`src/rtl/rtp_video_reorder_start_gate_core_defines.svh`:
```
// ---------------------------------------------------------------------------
// rtp video reorder start gate - assertion macros
// shared concurrent assertion forms, clocked on clock, off during reset
// ---------------------------------------------------------------------------
`ifndef RTP_VIDEO_REORDER_START_GATE_CORE_DEFINES_SVH
`define RTP_VIDEO_REORDER_START_GATE_CORE_DEFINES_SVH

// expression holds at every edge out of reset
`define RVSG_ASSERT_ALWAYS(lbl, expr, msg) \
   lbl: assert property (@(posedge clock) disable iff (reset) (expr)) else $error(msg);

// antecedent implies consequent on the following edge
`define RVSG_ASSERT_NEXT(lbl, ante, cons, msg) \
   lbl: assert property (@(posedge clock) disable iff (reset) (ante) |=> (cons)) else $error(msg);

`endif

```
`src/rtl/rvsg_pkg.sv`:
```
// ---------------------------------------------------------------------------
// rvsg_pkg
// types, codes and constants of the rtp video reorder start gate
// ---------------------------------------------------------------------------
`timescale 1ns / 1ps

package rvsg_pkg;

   localparam int BufferDepthDefault = 32;
   localparam int MaxResults         = 32;
   localparam logic [15:0] ModeBcBit = 16'h8000;
   localparam logic [15:0] PictBit   = 16'h0010;

   typedef enum logic [1:0] {
      FUNC_PACKET  = 2'd0,
      FUNC_TICK    = 2'd1,
      FUNC_FLUSH   = 2'd2,
      FUNC_RESTART = 2'd3
   } func_type;

   typedef enum logic [1:0] {
      ST_ACCEPTED = 2'd0,
      ST_DUPLICATE = 2'd1,
      ST_INVALID = 2'd2,
      ST_FULL = 2'd3
   } status_type;

   typedef enum logic [1:0] {
      SEL_STATUS = 2'd0,
      SEL_EMPTY  = 2'd1,
      SEL_FLUSH  = 2'd2
   } rsp_sel_type;

   typedef enum logic [3:0] {
      S_IDLE, S_DECODE, S_SRCH_CHK, S_SRCH_RD, S_SRCH_CMP, S_GATE, S_STORE_CHK,
      S_SHF_CHK, S_SHF_RD, S_SHF_WR, S_INS, S_RSP, S_FL_CHK, S_FL_RD, S_FL_OUT,
      S_FL_EMPTY
   } state_type;

   typedef struct packed {
      logic [31:0] seq;
      logic [15:0] handle;
      logic [31:0] ts;
      logic        marked;
   } entry_type;

   typedef struct packed {
      logic        idle;
      logic        tick;
      logic        restart;
      logic        fl_init;
      logic        srch_init;
      logic        rd_en;
      logic        rd_prev;
      logic        cmp;
      logic        idx_inc;
      logic        gate;
      logic        shift_init;
      logic        wr_shift;
      logic        wr_new;
      logic        load;
      rsp_sel_type rsp_sel;
      status_type  rsp_status;
      logic        fl_done;
   } cmd_type;

   typedef struct packed {
      logic     req_valid;
      func_type func;
      logic     seq_valid;
      logic     idx_at_count;
      logic     eq;
      logic     gt;
      logic     store;
      logic     full;
      logic     idx_at_pos;
      logic     out_free;
      logic     count_zero;
      logic     fl_last;
   } stat_type;

endpackage

```
`src/rtl/rvsg_req_if.sv`:
```
// ---------------------------------------------------------------------------
// rvsg_req_if
// request channel: packet descriptors and commands into the block
// ---------------------------------------------------------------------------
`timescale 1ns / 1ps

interface rvsg_req_if;
   logic        valid;
   logic        ready;
   logic [1:0]  func;
   logic [31:0] ext_seq;
   logic        seq_valid;
   logic        seq_restart;
   logic        marked;
   logic [15:0] payload_word0;
   logic [15:0] payload_word2;
   logic [31:0] rtp_timestamp;
   logic [15:0] packet_handle;

   modport source (output valid, func, ext_seq, seq_valid, seq_restart, marked,
                   payload_word0, payload_word2, rtp_timestamp, packet_handle,
                   input ready);
   modport sink (input valid, func, ext_seq, seq_valid, seq_restart, marked,
                 payload_word0, payload_word2, rtp_timestamp, packet_handle,
                 output ready);
endinterface

```
`src/rtl/rvsg_rsp_if.sv`:
```
// ---------------------------------------------------------------------------
// rvsg_rsp_if
// response channel: packet status and flushed descriptors out of the block
// ---------------------------------------------------------------------------
`timescale 1ns / 1ps

interface rvsg_rsp_if;
   logic        valid;
   logic        ready;
   logic        kind;
   logic [1:0]  status;
   logic [15:0] out_handle;
   logic [31:0] out_seq;
   logic [31:0] out_timestamp;
   logic        frame_end;
   logic        last;
   logic        empty_res;
   logic        ignored_valid;
   logic [31:0] first_ignored_timestamp;

   modport source (output valid, kind, status, out_handle, out_seq, out_timestamp,
                   frame_end, last, empty_res, ignored_valid,
                   first_ignored_timestamp, input ready);
   modport sink (input valid, kind, status, out_handle, out_seq, out_timestamp,
                 frame_end, last, empty_res, ignored_valid,
                 first_ignored_timestamp, output ready);
endinterface

```
`src/rtl/rvsg_ram.sv`:
```
// ---------------------------------------------------------------------------
// rvsg_ram
// generic single write, single read ram with registered read data
// ---------------------------------------------------------------------------
`timescale 1ns / 1ps

module rvsg_ram #(
   parameter int WIDTH = 8,
   parameter int DEPTH = 32
) (
   input  logic                     clock,
   input  logic                     wr_en,
   input  logic [$clog2(DEPTH)-1:0] wr_addr,
   input  logic [WIDTH-1:0]         wr_data,
   input  logic                     rd_en,
   input  logic [$clog2(DEPTH)-1:0] rd_addr,
   output logic [WIDTH-1:0]         rd_data
);

   logic [WIDTH-1:0] mem_ff [DEPTH];
   logic [WIDTH-1:0] rd_data_ff;

   always_ff @(posedge clock) begin
      if (wr_en) begin
         mem_ff[wr_addr] <= wr_data;
      end
      if (rd_en) begin
         rd_data_ff <= mem_ff[rd_addr];
      end
   end

   assign rd_data = rd_data_ff;

endmodule

```
`src/rtl/rvsg_ctrl.sv`:
```
// ---------------------------------------------------------------------------
// rvsg_ctrl
// sequencer for search, start gate, insert shift and flush
// ---------------------------------------------------------------------------
`timescale 1ns / 1ps

module rvsg_ctrl import rvsg_pkg::*; (
   input  logic     clock,
   input  logic     reset,
   input  stat_type st,
   output cmd_type  cmd
);

   state_type  state_ff, state_in;
   status_type code_ff, code_in;

   always_ff @(posedge clock) begin
      if (reset) begin
         state_ff <= S_IDLE;
         code_ff  <= ST_ACCEPTED;
      end else begin
         state_ff <= state_in;
         code_ff  <= code_in;
      end
   end

   // next state
   always_comb begin
      state_in = state_ff;
      code_in  = code_ff;
      unique case (state_ff)
         S_IDLE: begin
            if (st.req_valid) state_in = S_DECODE;
         end
         S_DECODE: begin
            unique case (st.func)
               FUNC_TICK, FUNC_RESTART: state_in = S_IDLE;
               FUNC_FLUSH:              state_in = S_FL_CHK;
               FUNC_PACKET: begin
                  if (!st.seq_valid) begin
                     code_in  = ST_INVALID;
                     state_in = S_RSP;
                  end else begin
                     state_in = S_SRCH_CHK;
                  end
               end
               default: state_in = S_IDLE;
            endcase
         end
         S_SRCH_CHK: state_in = st.idx_at_count ? S_GATE : S_SRCH_RD;
         S_SRCH_RD:  state_in = S_SRCH_CMP;
         S_SRCH_CMP: begin
            priority if (st.eq) begin
               code_in  = ST_DUPLICATE;
               state_in = S_RSP;
            end else if (st.gt) begin
               state_in = S_GATE;
            end else begin
               state_in = S_SRCH_CHK;
            end
         end
         S_GATE: state_in = S_STORE_CHK;
         S_STORE_CHK: begin
            priority if (!st.store) begin
               code_in  = ST_ACCEPTED;
               state_in = S_RSP;
            end else if (st.full) begin
               code_in  = ST_FULL;
               state_in = S_RSP;
            end else begin
               state_in = S_SHF_CHK;
            end
         end
         S_SHF_CHK: state_in = st.idx_at_pos ? S_INS : S_SHF_RD;
         S_SHF_RD:  state_in = S_SHF_WR;
         S_SHF_WR:  state_in = S_SHF_CHK;
         S_INS: begin
            code_in  = ST_ACCEPTED;
            state_in = S_RSP;
         end
         S_RSP: begin
            if (st.out_free) state_in = S_IDLE;
         end
         S_FL_CHK:   state_in = st.count_zero ? S_FL_EMPTY : S_FL_RD;
         S_FL_EMPTY: begin
            if (st.out_free) state_in = S_IDLE;
         end
         S_FL_RD: state_in = S_FL_OUT;
         S_FL_OUT: begin
            if (st.out_free) state_in = st.fl_last ? S_IDLE : S_FL_RD;
         end
         default: state_in = S_IDLE;
      endcase
   end

   // commands
   always_comb begin
      cmd            = '0;
      cmd.rsp_sel    = SEL_STATUS;
      cmd.rsp_status = code_ff;
      unique case (state_ff)
         S_IDLE: cmd.idle = 1'b1;
         S_DECODE: begin
            unique case (st.func)
               FUNC_TICK:    cmd.tick = 1'b1;
               FUNC_RESTART: cmd.restart = 1'b1;
               FUNC_FLUSH:   cmd.fl_init = 1'b1;
               FUNC_PACKET:  cmd.srch_init = st.seq_valid;
               default:      cmd.tick = 1'b0;
            endcase
         end
         S_SRCH_RD: cmd.rd_en = 1'b1;
         S_SRCH_CMP: begin
            cmd.cmp     = 1'b1;
            cmd.idx_inc = !st.eq && !st.gt;
         end
         S_GATE: cmd.gate = 1'b1;
         S_STORE_CHK: cmd.shift_init = st.store && !st.full;
         S_SHF_RD: begin
            cmd.rd_en   = 1'b1;
            cmd.rd_prev = 1'b1;
         end
         S_SHF_WR: cmd.wr_shift = 1'b1;
         S_INS:    cmd.wr_new = 1'b1;
         S_RSP:    cmd.load = st.out_free;
         S_FL_EMPTY: begin
            cmd.load    = st.out_free;
            cmd.rsp_sel = SEL_EMPTY;
         end
         S_FL_RD: cmd.rd_en = 1'b1;
         S_FL_OUT: begin
            cmd.load    = st.out_free;
            cmd.rsp_sel = SEL_FLUSH;
            cmd.fl_done = st.out_free && st.fl_last;
            cmd.idx_inc = st.out_free && !st.fl_last;
         end
         default: cmd.idle = 1'b0;
      endcase
   end

endmodule

```
`src/rtl/rvsg_dp.sv`:
```
// ---------------------------------------------------------------------------
// rvsg_dp
// datapath: circular sorted store, gate state, counters and output register
// ---------------------------------------------------------------------------
`timescale 1ns / 1ps
`include "rtp_video_reorder_start_gate_core_defines.svh"

module rvsg_dp import rvsg_pkg::*; #(
   parameter int BUFFER_DEPTH = BufferDepthDefault
) (
   input  logic          clock,
   input  logic          reset,
   rvsg_req_if.sink      req,
   rvsg_rsp_if.source    rsp,
   input  logic          csr_we,
   input  logic [31:0]   csr_wdata,
   input  cmd_type       cmd,
   output stat_type      st
);

   localparam int AW = $clog2(BUFFER_DEPTH);
   localparam int CW = $clog2(BUFFER_DEPTH + 1);
   localparam int SW = CW + 1;

   // captured item
   logic [1:0]  func_ff;
   logic [31:0] seq_ff;
   logic        seq_valid_ff, seq_restart_ff, marked_ff;
   logic [15:0] w0_ff, w2_ff, handle_ff;
   logic [31:0] ts_ff;

   logic [AW-1:0] head_ff, head_in;
   logic [CW-1:0] count_ff, count_in, idx_ff, idx_in, pos_ff, pos_in;
   logic          start_ff, start_in, wait_ff, wait_in, store_ff, store_in;
   logic          ign_flag_ff, ign_flag_in;
   logic [31:0]   ign_ts_ff, ign_ts_in, ts0_ff, ts0_in;
   logic [31:0]   elapsed_ff, elapsed_in, max_wait_ff;

   logic          rsp_valid_ff, rsp_valid_in;
   logic          r_kind_ff, r_fend_ff, r_last_ff, r_empty_ff;
   logic [1:0]    r_status_ff;
   logic [15:0]   r_handle_ff;
   logic [31:0]   r_seq_ff, r_ts_ff;
   logic          r_ign_flag_ff;
   logic [31:0]   r_ign_ts_ff;

   entry_type     rd_entry, wr_entry;
   logic [AW-1:0] rd_addr, wr_addr;
   logic          wr_en, accept, intra, idx_is_end, fl_last;

   function automatic logic [AW-1:0] wrap(input logic [AW-1:0] base,
                                          input logic [CW-1:0] off);
      logic [SW-1:0] s;
      s = SW'(base) + SW'(off);
      if (s >= SW'(BUFFER_DEPTH)) s = s - SW'(BUFFER_DEPTH);
      return s[AW-1:0];
   endfunction

   assign accept    = req.valid && cmd.idle;
   assign req.ready = cmd.idle;

   // mode a picture type bit, or mode b/c intra flag in word 2
   assign intra = ((w0_ff & ModeBcBit) == 16'h0) ? ((w0_ff & PictBit) == 16'h0)
                                                 : ((w2_ff & ModeBcBit) == 16'h0);

   assign idx_is_end = (idx_ff + CW'(1)) == count_ff;
   assign fl_last    = idx_is_end || (32'(idx_ff) == 32'(MaxResults - 1));

   assign rd_addr  = wrap(head_ff, cmd.rd_prev ? (idx_ff - CW'(1)) : idx_ff);
   assign wr_en    = cmd.wr_shift || cmd.wr_new;
   assign wr_addr  = wrap(head_ff, cmd.wr_shift ? idx_ff : pos_ff);
   assign wr_entry = cmd.wr_shift ? rd_entry
                                  : '{seq: seq_ff, handle: handle_ff, ts: ts_ff,
                                      marked: marked_ff};

   rvsg_ram #(
      .WIDTH ($bits(entry_type)),
      .DEPTH (BUFFER_DEPTH)
   ) u_ram (
      .clock   (clock),
      .wr_en   (wr_en),
      .wr_addr (wr_addr),
      .wr_data (wr_entry),
      .rd_en   (cmd.rd_en),
      .rd_addr (rd_addr),
      .rd_data (rd_entry)
   );

   always_comb begin
      st              = '0;
      st.req_valid    = req.valid;
      st.func         = func_type'(func_ff);
      st.seq_valid    = seq_valid_ff;
      st.idx_at_count = idx_ff == count_ff;
      st.eq           = rd_entry.seq == seq_ff;
      st.gt           = rd_entry.seq > seq_ff;
      st.store        = store_ff;
      st.full         = count_ff >= CW'(BUFFER_DEPTH);
      st.idx_at_pos   = idx_ff == pos_ff;
      st.out_free     = !rsp_valid_ff || rsp.ready;
      st.count_zero   = count_ff == '0;
      st.fl_last      = fl_last;
   end

   always_comb begin
      head_in     = head_ff;
      count_in    = count_ff;
      idx_in      = idx_ff;
      pos_in      = pos_ff;
      start_in    = start_ff;
      wait_in     = wait_ff;
      store_in    = store_ff;
      ign_flag_in = ign_flag_ff;
      ign_ts_in   = ign_ts_ff;
      ts0_in      = ts0_ff;
      elapsed_in  = elapsed_ff;

      if (cmd.tick && (elapsed_ff != '1)) elapsed_in = elapsed_ff + 32'd1;
      if (cmd.restart) begin
         count_in    = '0;
         start_in    = 1'b0;
         wait_in     = 1'b0;
         ign_flag_in = 1'b0;
         ign_ts_in   = '0;
         elapsed_in  = '0;
      end
      if (cmd.fl_init) begin
         if (!start_ff) count_in = '0;
         idx_in = '0;
      end
      if (cmd.srch_init) begin
         idx_in = '0;
         if (seq_restart_ff) begin
            count_in = '0;
            start_in = 1'b0;
            pos_in   = '0;
         end else begin
            pos_in = count_ff;
         end
      end
      if (cmd.cmp) begin
         if (idx_ff == '0) ts0_in = rd_entry.ts;
         if (st.gt) pos_in = idx_ff;
      end
      if (cmd.idx_inc) idx_in = idx_ff + CW'(1);
      if (cmd.gate) begin
         store_in = 1'b1;
         if (!start_ff) begin
            if (intra || (wait_ff && marked_ff)) begin
               if (!intra) begin
                  wait_in  = 1'b0;
                  store_in = 1'b0;
               end
               // recording starts: older entries are erased
               start_in = 1'b1;
               if (count_ff != '0) begin
                  if (!ign_flag_ff) begin
                     ign_flag_in = 1'b1;
                     ign_ts_in   = ts0_ff;
                  end
                  head_in  = wrap(head_ff, pos_ff);
                  count_in = count_ff - pos_ff;
                  pos_in   = '0;
               end
            end else if (elapsed_ff > max_wait_ff) begin
               wait_in = 1'b1;
            end
         end
      end
      if (cmd.shift_init) idx_in = count_ff;
      if (cmd.wr_shift) idx_in = idx_ff - CW'(1);
      if (cmd.wr_new) count_in = count_ff + CW'(1);
      if (cmd.fl_done) begin
         head_in  = wrap(head_ff, idx_ff + CW'(1));
         count_in = count_ff - (idx_ff + CW'(1));
      end
   end

   always_comb begin
      rsp_valid_in = rsp_valid_ff;
      if (rsp_valid_ff && rsp.ready) rsp_valid_in = 1'b0;
      if (cmd.load) rsp_valid_in = 1'b1;
   end

   always_ff @(posedge clock) begin
      if (reset) begin
         head_ff      <= '0;
         count_ff     <= '0;
         idx_ff       <= '0;
         pos_ff       <= '0;
         start_ff     <= 1'b0;
         wait_ff      <= 1'b0;
         store_ff     <= 1'b0;
         ign_flag_ff  <= 1'b0;
         ign_ts_ff    <= '0;
         elapsed_ff   <= '0;
         max_wait_ff  <= '0;
         rsp_valid_ff <= 1'b0;
      end else begin
         head_ff      <= head_in;
         count_ff     <= count_in;
         idx_ff       <= idx_in;
         pos_ff       <= pos_in;
         start_ff     <= start_in;
         wait_ff      <= wait_in;
         store_ff     <= store_in;
         ign_flag_ff  <= ign_flag_in;
         ign_ts_ff    <= ign_ts_in;
         elapsed_ff   <= elapsed_in;
         rsp_valid_ff <= rsp_valid_in;
         if (csr_we) max_wait_ff <= csr_wdata;
      end
   end

   always_ff @(posedge clock) begin
      ts0_ff <= ts0_in;
      if (accept) begin
         func_ff        <= req.func;
         seq_ff         <= req.ext_seq;
         seq_valid_ff   <= req.seq_valid;
         seq_restart_ff <= req.seq_restart;
         marked_ff      <= req.marked;
         w0_ff          <= req.payload_word0;
         w2_ff          <= req.payload_word2;
         ts_ff          <= req.rtp_timestamp;
         handle_ff      <= req.packet_handle;
      end
      if (cmd.load) begin
         r_kind_ff     <= cmd.rsp_sel != SEL_STATUS;
         r_status_ff   <= (cmd.rsp_sel == SEL_STATUS) ? cmd.rsp_status : ST_ACCEPTED;
         r_empty_ff    <= cmd.rsp_sel == SEL_EMPTY;
         // gate flags as they stand for this result, held while it waits
         r_ign_flag_ff <= ign_flag_ff;
         r_ign_ts_ff   <= ign_flag_ff ? ign_ts_ff : 32'd0;
         if (cmd.rsp_sel == SEL_FLUSH) begin
            r_handle_ff <= rd_entry.handle;
            r_seq_ff    <= rd_entry.seq;
            r_ts_ff     <= rd_entry.ts;
            r_fend_ff   <= rd_entry.marked || idx_is_end;
            r_last_ff   <= fl_last;
         end else begin
            r_handle_ff <= '0;
            r_seq_ff    <= '0;
            r_ts_ff     <= '0;
            r_fend_ff   <= 1'b0;
            r_last_ff   <= 1'b1;
         end
      end
   end

   assign rsp.valid                   = rsp_valid_ff;
   assign rsp.kind                    = r_kind_ff;
   assign rsp.status                  = r_status_ff;
   assign rsp.out_handle              = r_handle_ff;
   assign rsp.out_seq                 = r_seq_ff;
   assign rsp.out_timestamp           = r_ts_ff;
   assign rsp.frame_end               = r_fend_ff;
   assign rsp.last                    = r_last_ff;
   assign rsp.empty_res               = r_empty_ff;
   assign rsp.ignored_valid           = r_ign_flag_ff;
   assign rsp.first_ignored_timestamp = r_ign_ts_ff;

   `RVSG_ASSERT_ALWAYS(a_count_bound, count_ff <= CW'(BUFFER_DEPTH), "entry count above depth")
   `RVSG_ASSERT_ALWAYS(a_ign_ts_clear, ign_flag_ff || (ign_ts_ff == '0), "ignored ts without flag")
   `RVSG_ASSERT_ALWAYS(a_insert_room, !cmd.wr_new || (count_ff < CW'(BUFFER_DEPTH)), "insert into full store")
   `RVSG_ASSERT_NEXT(a_load_valid, cmd.load, rsp_valid_ff, "loaded result not presented")

endmodule

```
`src/rtl/rtp_video_reorder_start_gate_core.sv`:
```
// ---------------------------------------------------------------------------
// rtp_video_reorder_start_gate_core
// sorted rtp descriptor store with duplicate drop and i-frame start gate
// ---------------------------------------------------------------------------
//  port       dir    content
//  req_chan   sink   func, sequence, marker, payload header words, ts, handle
//  rsp_chan   source packet status or one flushed descriptor per item
//  csr_*      in     max_wait_ticks write
//
//  tick/restart: idle, decode, back to idle. a packet searches the stored entries and,
//  when it lands ahead of stored entries, shifts them up to make room; it ends early on a
//  duplicate, bad sequence or full store; every entry searched or shifted uses one ram.
//  flush: emits one item at a time, each held while rsp stalls.
//  reset clears counts and flags; the store needs no clearing pass.
//  a waiting result holds in the output register while the next item enters.
`timescale 1ns / 1ps

module rtp_video_reorder_start_gate_core import rvsg_pkg::*; #(
   parameter int BUFFER_DEPTH = BufferDepthDefault
) (
   input  logic        clock,
   input  logic        reset,
   rvsg_req_if.sink    req_chan,
   rvsg_rsp_if.source  rsp_chan,
   input  logic        csr_we,
   input  logic [31:0] csr_wdata
);

   cmd_type  cmd;
   stat_type st;

   rvsg_ctrl u_ctrl (
      .clock (clock),
      .reset (reset),
      .st    (st),
      .cmd   (cmd)
   );

   rvsg_dp #(
      .BUFFER_DEPTH (BUFFER_DEPTH)
   ) u_dp (
      .clock     (clock),
      .reset     (reset),
      .req       (req_chan),
      .rsp       (rsp_chan),
      .csr_we    (csr_we),
      .csr_wdata (csr_wdata),
      .cmd       (cmd),
      .st        (st)
   );

endmodule
```
`src/flat_wrapper.sv`:
```
// flat-port wrapper written by rule: the top's interface ports become plain ports
module rtp_video_reorder_start_gate_core_flat import rvsg_pkg::*;
#(
   parameter int BUFFER_DEPTH = BufferDepthDefault
)
  (clock, reset, csr_we, csr_wdata, req_chan_valid, req_chan_func, req_chan_ext_seq, req_chan_seq_valid, req_chan_seq_restart, req_chan_marked, req_chan_payload_word0, req_chan_payload_word2, req_chan_rtp_timestamp, req_chan_packet_handle, req_chan_ready, rsp_chan_valid, rsp_chan_kind, rsp_chan_status, rsp_chan_out_handle, rsp_chan_out_seq, rsp_chan_out_timestamp, rsp_chan_frame_end, rsp_chan_last, rsp_chan_empty_res, rsp_chan_ignored_valid, rsp_chan_first_ignored_timestamp, rsp_chan_ready);
  rvsg_req_if req_chan_i ();
  rvsg_rsp_if rsp_chan_i ();
  input  logic clock;
  input  logic reset;
  input  logic csr_we;
  input  logic [31:0] csr_wdata;
  input wire logic [$bits(req_chan_i.valid)-1:0] req_chan_valid;
  input wire logic [$bits(req_chan_i.func)-1:0] req_chan_func;
  input wire logic [$bits(req_chan_i.ext_seq)-1:0] req_chan_ext_seq;
  input wire logic [$bits(req_chan_i.seq_valid)-1:0] req_chan_seq_valid;
  input wire logic [$bits(req_chan_i.seq_restart)-1:0] req_chan_seq_restart;
  input wire logic [$bits(req_chan_i.marked)-1:0] req_chan_marked;
  input wire logic [$bits(req_chan_i.payload_word0)-1:0] req_chan_payload_word0;
  input wire logic [$bits(req_chan_i.payload_word2)-1:0] req_chan_payload_word2;
  input wire logic [$bits(req_chan_i.rtp_timestamp)-1:0] req_chan_rtp_timestamp;
  input wire logic [$bits(req_chan_i.packet_handle)-1:0] req_chan_packet_handle;
  output wire logic [$bits(req_chan_i.ready)-1:0] req_chan_ready;
  output wire logic [$bits(rsp_chan_i.valid)-1:0] rsp_chan_valid;
  output wire logic [$bits(rsp_chan_i.kind)-1:0] rsp_chan_kind;
  output wire logic [$bits(rsp_chan_i.status)-1:0] rsp_chan_status;
  output wire logic [$bits(rsp_chan_i.out_handle)-1:0] rsp_chan_out_handle;
  output wire logic [$bits(rsp_chan_i.out_seq)-1:0] rsp_chan_out_seq;
  output wire logic [$bits(rsp_chan_i.out_timestamp)-1:0] rsp_chan_out_timestamp;
  output wire logic [$bits(rsp_chan_i.frame_end)-1:0] rsp_chan_frame_end;
  output wire logic [$bits(rsp_chan_i.last)-1:0] rsp_chan_last;
  output wire logic [$bits(rsp_chan_i.empty_res)-1:0] rsp_chan_empty_res;
  output wire logic [$bits(rsp_chan_i.ignored_valid)-1:0] rsp_chan_ignored_valid;
  output wire logic [$bits(rsp_chan_i.first_ignored_timestamp)-1:0] rsp_chan_first_ignored_timestamp;
  input wire logic [$bits(rsp_chan_i.ready)-1:0] rsp_chan_ready;
  assign req_chan_i.valid = req_chan_valid;
  assign req_chan_i.func = req_chan_func;
  assign req_chan_i.ext_seq = req_chan_ext_seq;
  assign req_chan_i.seq_valid = req_chan_seq_valid;
  assign req_chan_i.seq_restart = req_chan_seq_restart;
  assign req_chan_i.marked = req_chan_marked;
  assign req_chan_i.payload_word0 = req_chan_payload_word0;
  assign req_chan_i.payload_word2 = req_chan_payload_word2;
  assign req_chan_i.rtp_timestamp = req_chan_rtp_timestamp;
  assign req_chan_i.packet_handle = req_chan_packet_handle;
  assign req_chan_ready = req_chan_i.ready;
  assign rsp_chan_valid = rsp_chan_i.valid;
  assign rsp_chan_kind = rsp_chan_i.kind;
  assign rsp_chan_status = rsp_chan_i.status;
  assign rsp_chan_out_handle = rsp_chan_i.out_handle;
  assign rsp_chan_out_seq = rsp_chan_i.out_seq;
  assign rsp_chan_out_timestamp = rsp_chan_i.out_timestamp;
  assign rsp_chan_frame_end = rsp_chan_i.frame_end;
  assign rsp_chan_last = rsp_chan_i.last;
  assign rsp_chan_empty_res = rsp_chan_i.empty_res;
  assign rsp_chan_ignored_valid = rsp_chan_i.ignored_valid;
  assign rsp_chan_first_ignored_timestamp = rsp_chan_i.first_ignored_timestamp;
  assign rsp_chan_i.ready = rsp_chan_ready;
  rtp_video_reorder_start_gate_core #(.BUFFER_DEPTH(BUFFER_DEPTH)) u_core (.clock(clock), .reset(reset), .req_chan(req_chan_i), .rsp_chan(rsp_chan_i), .csr_we(csr_we), .csr_wdata(csr_wdata));
endmodule
```
`config.mk`:
```
export PLATFORM = sky130hd
export DESIGN_NAME = rtp_video_reorder_start_gate_core_flat
export DESIGN_NICKNAME = d
export VERILOG_FILES = /design/src/rtl/rvsg_pkg.sv /design/src/rtl/rvsg_req_if.sv /design/src/rtl/rvsg_rsp_if.sv /design/src/rtl/rvsg_ram.sv /design/src/rtl/rvsg_ctrl.sv /design/src/rtl/rvsg_dp.sv /design/src/rtl/rtp_video_reorder_start_gate_core.sv /design/src/flat_wrapper.sv
export VERILOG_INCLUDE_DIRS = /design/src /design/src/rtl
export SDC_FILE = /design/constraint.sdc
export NUM_CORES = 2
export LEC_CHECK = 0
export CAP_MARGIN = 20
export CORE_UTILIZATION = 55
export DETAILED_ROUTE_END_ITERATION = 6
export DONT_BUFFER_PORTS = 1
export GPL_TIMING_DRIVEN = 0
export PLACE_DENSITY = 0.78
export SYNTH_ARGS = -nofsm -noshare
export SYNTH_HDL_FRONTEND = slang
export SYNTH_HIERARCHICAL = 1
export SYNTH_SLANG_ARGS = --single-unit
```
`constraint.sdc`:
```
create_clock -name clock -period 13.5 [get_ports clock]
set_input_delay 0.675 -clock clock [delete_from_list [all_inputs] [get_ports clock]]
set_output_delay 0.675 -clock clock [all_outputs]
set_load 0.01 [all_outputs]
```
Word-level counts from Yosys, hierarchy flattened
Memory sizes are Yosys's and may differ from the RTL's. A register that Yosys moved wholly into a read port is not among the register bits.
Index checks and enable logic that the tools add are counted.

word-level totals
  memory bits (writable) = 2592
  bits in registers = 398
  memories kept = 1

operators by class
  equal/unequal tests = 34
  muxes and demuxes = 105
  add/subtract/negate cells = 14
  reductions and logical operators = 43
  $lt $le $gt $ge = 7

memories
  name                      words  width  read ports  clocked after memory_dff  write ports  RTL line        text
  u_core.u_dp.u_ram.mem_ff  32     81     1           1                         1            rvsg_ram.sv:20  logic [WIDTH-1:0] mem_ff [DEPTH];

operators with widths
  operator                                             number
  2-to-1 mux 32 bit                                    6
  2-to-1 mux 6 bit                                     26
  2-to-1 mux 81 bit                                    1
  > comparator 32 bit                                  2
  case mux 4 bit (15 select lines)                     1
  logical NOT 16 bit                                   3
  2-to-1 mux 5 bit                                     9
  2-to-1 mux 1 bit                                     40
  2-to-1 mux 4 bit                                     9
  adder 32 x 1 -> 32 bit, second input constant        1
  == test 32 bit                                       1
  == test 4 bit, second input constant                 8
  inequality test 32 bit, second input constant        1
  adder 5 x 6 -> 7 bit                                 4
  >= comparator 7 x 6 -> 1 bit, second input constant  4
  subtractor 5 x 1 -> 5 bit, second input constant     4
  == test 6 bit                                        3
  == test 4 x 3 -> 1 bit, second input constant        4
  2-to-1 mux 2 bit                                     7
  adder 6 x 1 -> 6 bit, second input constant          2
  logical NOT 6 bit                                    2
  case mux 4 bit (3 select lines)                      1
  subtractor 6 bit                                     2
  nonzero test 2 bit                                   5
  other kinds (28)                                     57

Depth between registers and ports, before layout
  depth after elaboration = 14
  mapped depth = 21
  gate-level depth less buffers = 17

Hierarchy
The synthesis kept the hierarchy.

modules (own cells, without submodules)
  module     times used  area an instance (um^2)  seq. area each (um^2)  cells an instance
  rvsg_ram   1           100943.1                 80267.0                4732
  rvsg_dp    1           17314.1                  9659.3                 1532
  rvsg_ctrl  1           800.8                    120.1                  119

Least setup slack after synthesis
OpenSTA, ideal clock, no wires.

  path kind = in2reg
  start point = input rsp_chan_ready
  end point = register u_core.u_dp.r_empty_ff (netlist: u_core/u_dp/rsp.empty_res), enable pin
  cell stages on the path = 3
  data arrival time = 9712 ps
  setup time = 770 ps
  setup slack = 3018 ps
  cells stage by stage = nand2b_1 clkbuf_1 nor3b_1

RTL lines
  what                    RTL line            text
  start: declaration      flat_wrapper.sv:35  input wire logic [$bits(rsp_chan_i.ready)-1:0] rsp_chan_ready;
  end signal: assignment  rvsg_dp.sv:231      r_empty_ff <= cmd.rsp_sel == SEL_EMPTY;
  end: declaration        rvsg_dp.sv:40       logic r_kind_ff, r_fend_ff, r_last_ff, r_empty_ff;

==> flow_metrics.tcl <==
set metrics [dict create \
    synth_cells 6383 \
    synth_top_cell_by_area "edfxtp_1" \
    cp.required_ps 14140 \
    setup_tns_ps 0 \
    clock_latency_ps 970 \
    end_kind "flop" \
    cts_resized 0 \
    violations "design-rule violations" \
    overflow 0 \
    cp.arrival_ps 7980 \
    vias 67986 \
    placed_cell_area_um2 127000 \
    die_width_um 467 \
    cp_num_buf_inv 8 \
    period_share 0.543 \
    gp_congestion 0.877 \
    power.total_mw 21.4 \
    drive_gt1_frac 0.175 \
    synth_top_cell_area_share 0.734 \
    start_util 0.554 \
    postLayoutCellArea_um2 138000 \
    setup_viol 0 \
    dieArea_um2 218000 \
    root_buffer "clkbuf_16" \
    relSlewSlack 0.174 \
    io_pins 275 \
    maxCapViolations 0 \
    grt_pass1_vias 67998 \
    ys_ff_latch 3042 \
    grt_max_degree 54 \
    yosysWarnings 6 \
    start_kind "flop" \
    synth-edff-count 2912 \
    cts_buffer_depth 4 \
    path_clk_slew_ps 60 \
    io_buffers 0 \
    remaining_drc_errors 1 \
    fin_skew_ps 56.7 \
    grtUsageTotal 0.317 \
    die_h_um 467 \
    tightest_slew_ps 1240 \
    hold_viol 0 \
    max_stage_delay_ps 960 \
    hold_slack_ps 195 \
    fin_ws_ps 6160 \
    p_per_area_nw_per_um2 155 \
    timing_worst_setup_path_type "flop to flop" \
    wl_per_cell_um 34.5 \
    synthArstFlopShare 0 \
    rows 170 \
    final.min_clock_period_ps 7340 \
    crit_path_max_fanout 19 \
    htreeDepth 5 \
    pre_cts_slack_ps 6390 \
    cts_tree "yes" \
    outcome "complete, but fails checks" \
    syn_nets 6634 \
    cts_sinks 3042 \
    dr.pass1.iters 7 \
    fmax_mhz 136 \
    synth-main-ff-cell "edfxtp_1" \
    final_max_slew_viol_count 0 \
    final_nets 7268 \
    dpl.hpwl_mm 229 \
    synth_area_um2 119000 \
    ir_worst_vdd_mv 0.184 \
    drt-vias-per-instance 6.73 \
    num-fill-cells 13729 \
    drtIter0Drc 10093 \
    p_leak_nw 43.3 \
    netlist_top_cells_area "edfxtp_1 (73%), mux4_2 (6.3%), mux2i_1 (5.6%)" \
    routed_wl_mm 349 \
    critPathTopFamily "buffers and inverters" \
    syn_avg_cell_area_um2 18.7 \
    post_cts_buffers 0 \
    crit_chain "buf_2 -> buf_2 -> nand2b_1 -> nor3_1 -> clkbuf_1 -> clkbuf_1 -> nand2_1 -> o21a_1 -> fa_1 -> inv_1 -> a21o_1 -> a21oi_1 -> xnor2_1 -> nand3_1 -> nor2_4 -> buf_12 -> buf_12 -> buf_16" \
    grt_pass1_wl_mm 486 \
    ys_seq_area_frac 0.756 \
    slowest_stage "clkbuf_1" \
    rsz0062_at_grt "no" \
    cts_buffers 316 \
    postCtsHoldBufs 122 \
    antenna_left 0 \
    coreArea_um2 215000 \
    synth_cell_types 82 \
    antenna_found_initial 16 \
    holdCritPathClass "input port to flop" \
    area_growth_pct 15.7 \
]
stage by stage:
stage / utilization / std cells
after floorplan: - / 6383
after global placement: 0.571 / 9221
after detailed placement: 0.590 / 9410
after CTS: 0.641 / 10082
after global routing: 0.641 / 10088
final: 0.641 / 10102
sequential cells by signal (all words and copies together), names as in the netlist, 5 cells and up:
register	count
u_core/u_dp/rsp.out_timestamp	32
u_core/u_dp/head_ff	5
u_core/u_dp/rsp.out_handle	16
u_core/u_dp/pos_ff	6
u_core/u_dp/max_wait_ff	32
u_core/u_dp/ts_ff	32
u_core/u_dp/elapsed_ff	32
u_core/u_dp/seq_ff	32
u_core/u_dp/handle_ff	16
u_core/u_dp/rsp.first_ignored_timestamp	32
u_core/u_dp/u_ram/mem_ff	2592
u_core/u_dp/idx_ff	6
u_core/u_dp/rsp.out_seq	32
u_core/u_dp/ign_ts_ff	32
u_core/u_dp/count_ff	6
u_core/u_dp/u_ram/rd_data	81
u_core/u_dp/ts0_ff	32
cell type report:
type / count / area, µm² / area share
Antenna cell: 15 / 37.5 / 0.000273
Buffer: 358 / 1830 / 0.0133
Clock buffer: 388 / 8380 / 0.0608
Clock inverter: 162 / 1340 / 0.00976
Inverter: 98 / 368 / 0.00267
Multi-Input combinational cell: 2885 / 27200 / 0.198
Sequential cell: 3042 / 90000 / 0.654
Tap cell: 2838 / 3550 / 0.0258
Timing Repair Buffer: 316 / 4950 / 0.0359
worst min-delay path: stages:
cell and delay (ps):
buf_4 110, nor3_1 150, or3_1 120, a21oi_1 30
layer usage:
| layer | vias to the layer above | part of all wire | global-route usage |
|---|---|---|---|
| li1 | 27034 | - | - |
| met1 | 34319 | 0.33 | 0.392 |
| met2 | 5427 | 0.47 | 0.503 |
| met3 | 1192 | 0.12 | 0.0718 |
| met4 | 14 | 0.075 | 0.211 |
| met5 | - | 0.00029 | 0 |
path summary, 6_finish.rpt:
| check | startpoint | endpoint | slack, ps | cells past startpoint |
|---|---|---|---|---|
| hold / removal | req_chan_valid | u_core/u_ctrl/state_ff[0]$_SDFFE_PP0P_ | 190 | 4 |
| setup reg to reg | u_core/u_ctrl/state_ff[3]$_SDFFE_PP0P_ | u_core/u_dp/u_ram/mem_ff[28][17]$_DFFE_PP_ | 6160 | 18 |
| hold reg to reg | u_core/u_ctrl/code_ff[1]$_SDFFE_PP0P_ | u_core/u_ctrl/code_ff[1]$_SDFFE_PP0P_ | 480 | 2 |
| setup / recovery | u_core/u_ctrl/state_ff[3]$_SDFFE_PP0P_ | u_core/u_dp/u_ram/mem_ff[28][17]$_DFFE_PP_ | 6160 | 18 |
where the power goes:
part           switching [mW]  internal, mW  leakage, nW
clock network            3.57          4.80         4.76
registers              0.0665          10.6         27.2
logic                    1.53         0.738         11.3
total                    5.16          16.2         43.3
layout by cell type (no fill, tap or decap), types with 33 or more instances in the layout:
master / n
clkinv_2: 52
clkbuf_16: 325
dlygate4sd3_1: 122
clkinv_1: 65
buf_12: 104
edfxtp_1: 2912
buf_2: 107
mux4_2: 334
a22o_1: 51
nand2_1: 149
nand4_1: 56
a21oi_1: 116
mux2_2: 51
and2_1: 126
mux2i_1: 669
nand3_1: 183
xnor2_1: 36
nor2_4: 33
clkbuf_1: 233
a31oi_1: 61
ha_1: 92
buf_4: 39
nor2_1: 124
a22oi_1: 405
buf_8: 37
buf_6: 43
nand3b_1: 40
dfxtp_1: 130
inv_1: 97
cell usage after synthesis, types with 9 or more instances:
cell type  count
mux2i_1      669
nand3b_1      40
a31oi_1       61
o211ai_1      13
buf_6         28
clkbuf_1     174
nor2b_1       31
and3_1        11
and2_1       127
buf_2        105
inv_1         97
nand2_1      149
and4_1         9
nand4_1       56
a21o_1        21
edfxtp_1    2912
mux2_2        51
nand2b_1      19
a22o_1        51
nor4_1         9
a22oi_1      405
buf_1         14
xor2_1        30
buf_4         36
nor2_1       157
dfxtp_1      130
ha_1          92
a21oi_1      116
nand3_1      183
a2bb2oi_1     12
o21ai_0       63
nor3_1        26
xnor2_1       36
mux4_2       334
cell families after synthesis:
family                   after synthesis  synth area share
XOR/XNOR                              67           0.00504
adder cells (fa/ha/maj)               97            0.0105
buffers and inverters                456            0.0184
AO/OA/AOI/OAI                        799            0.0470
flip-flops                          3042             0.756
AND/OR/NAND/NOR                      868            0.0385
multiplexers                        1054             0.124
Note: power is estimated with default switching activity, not from simulation.
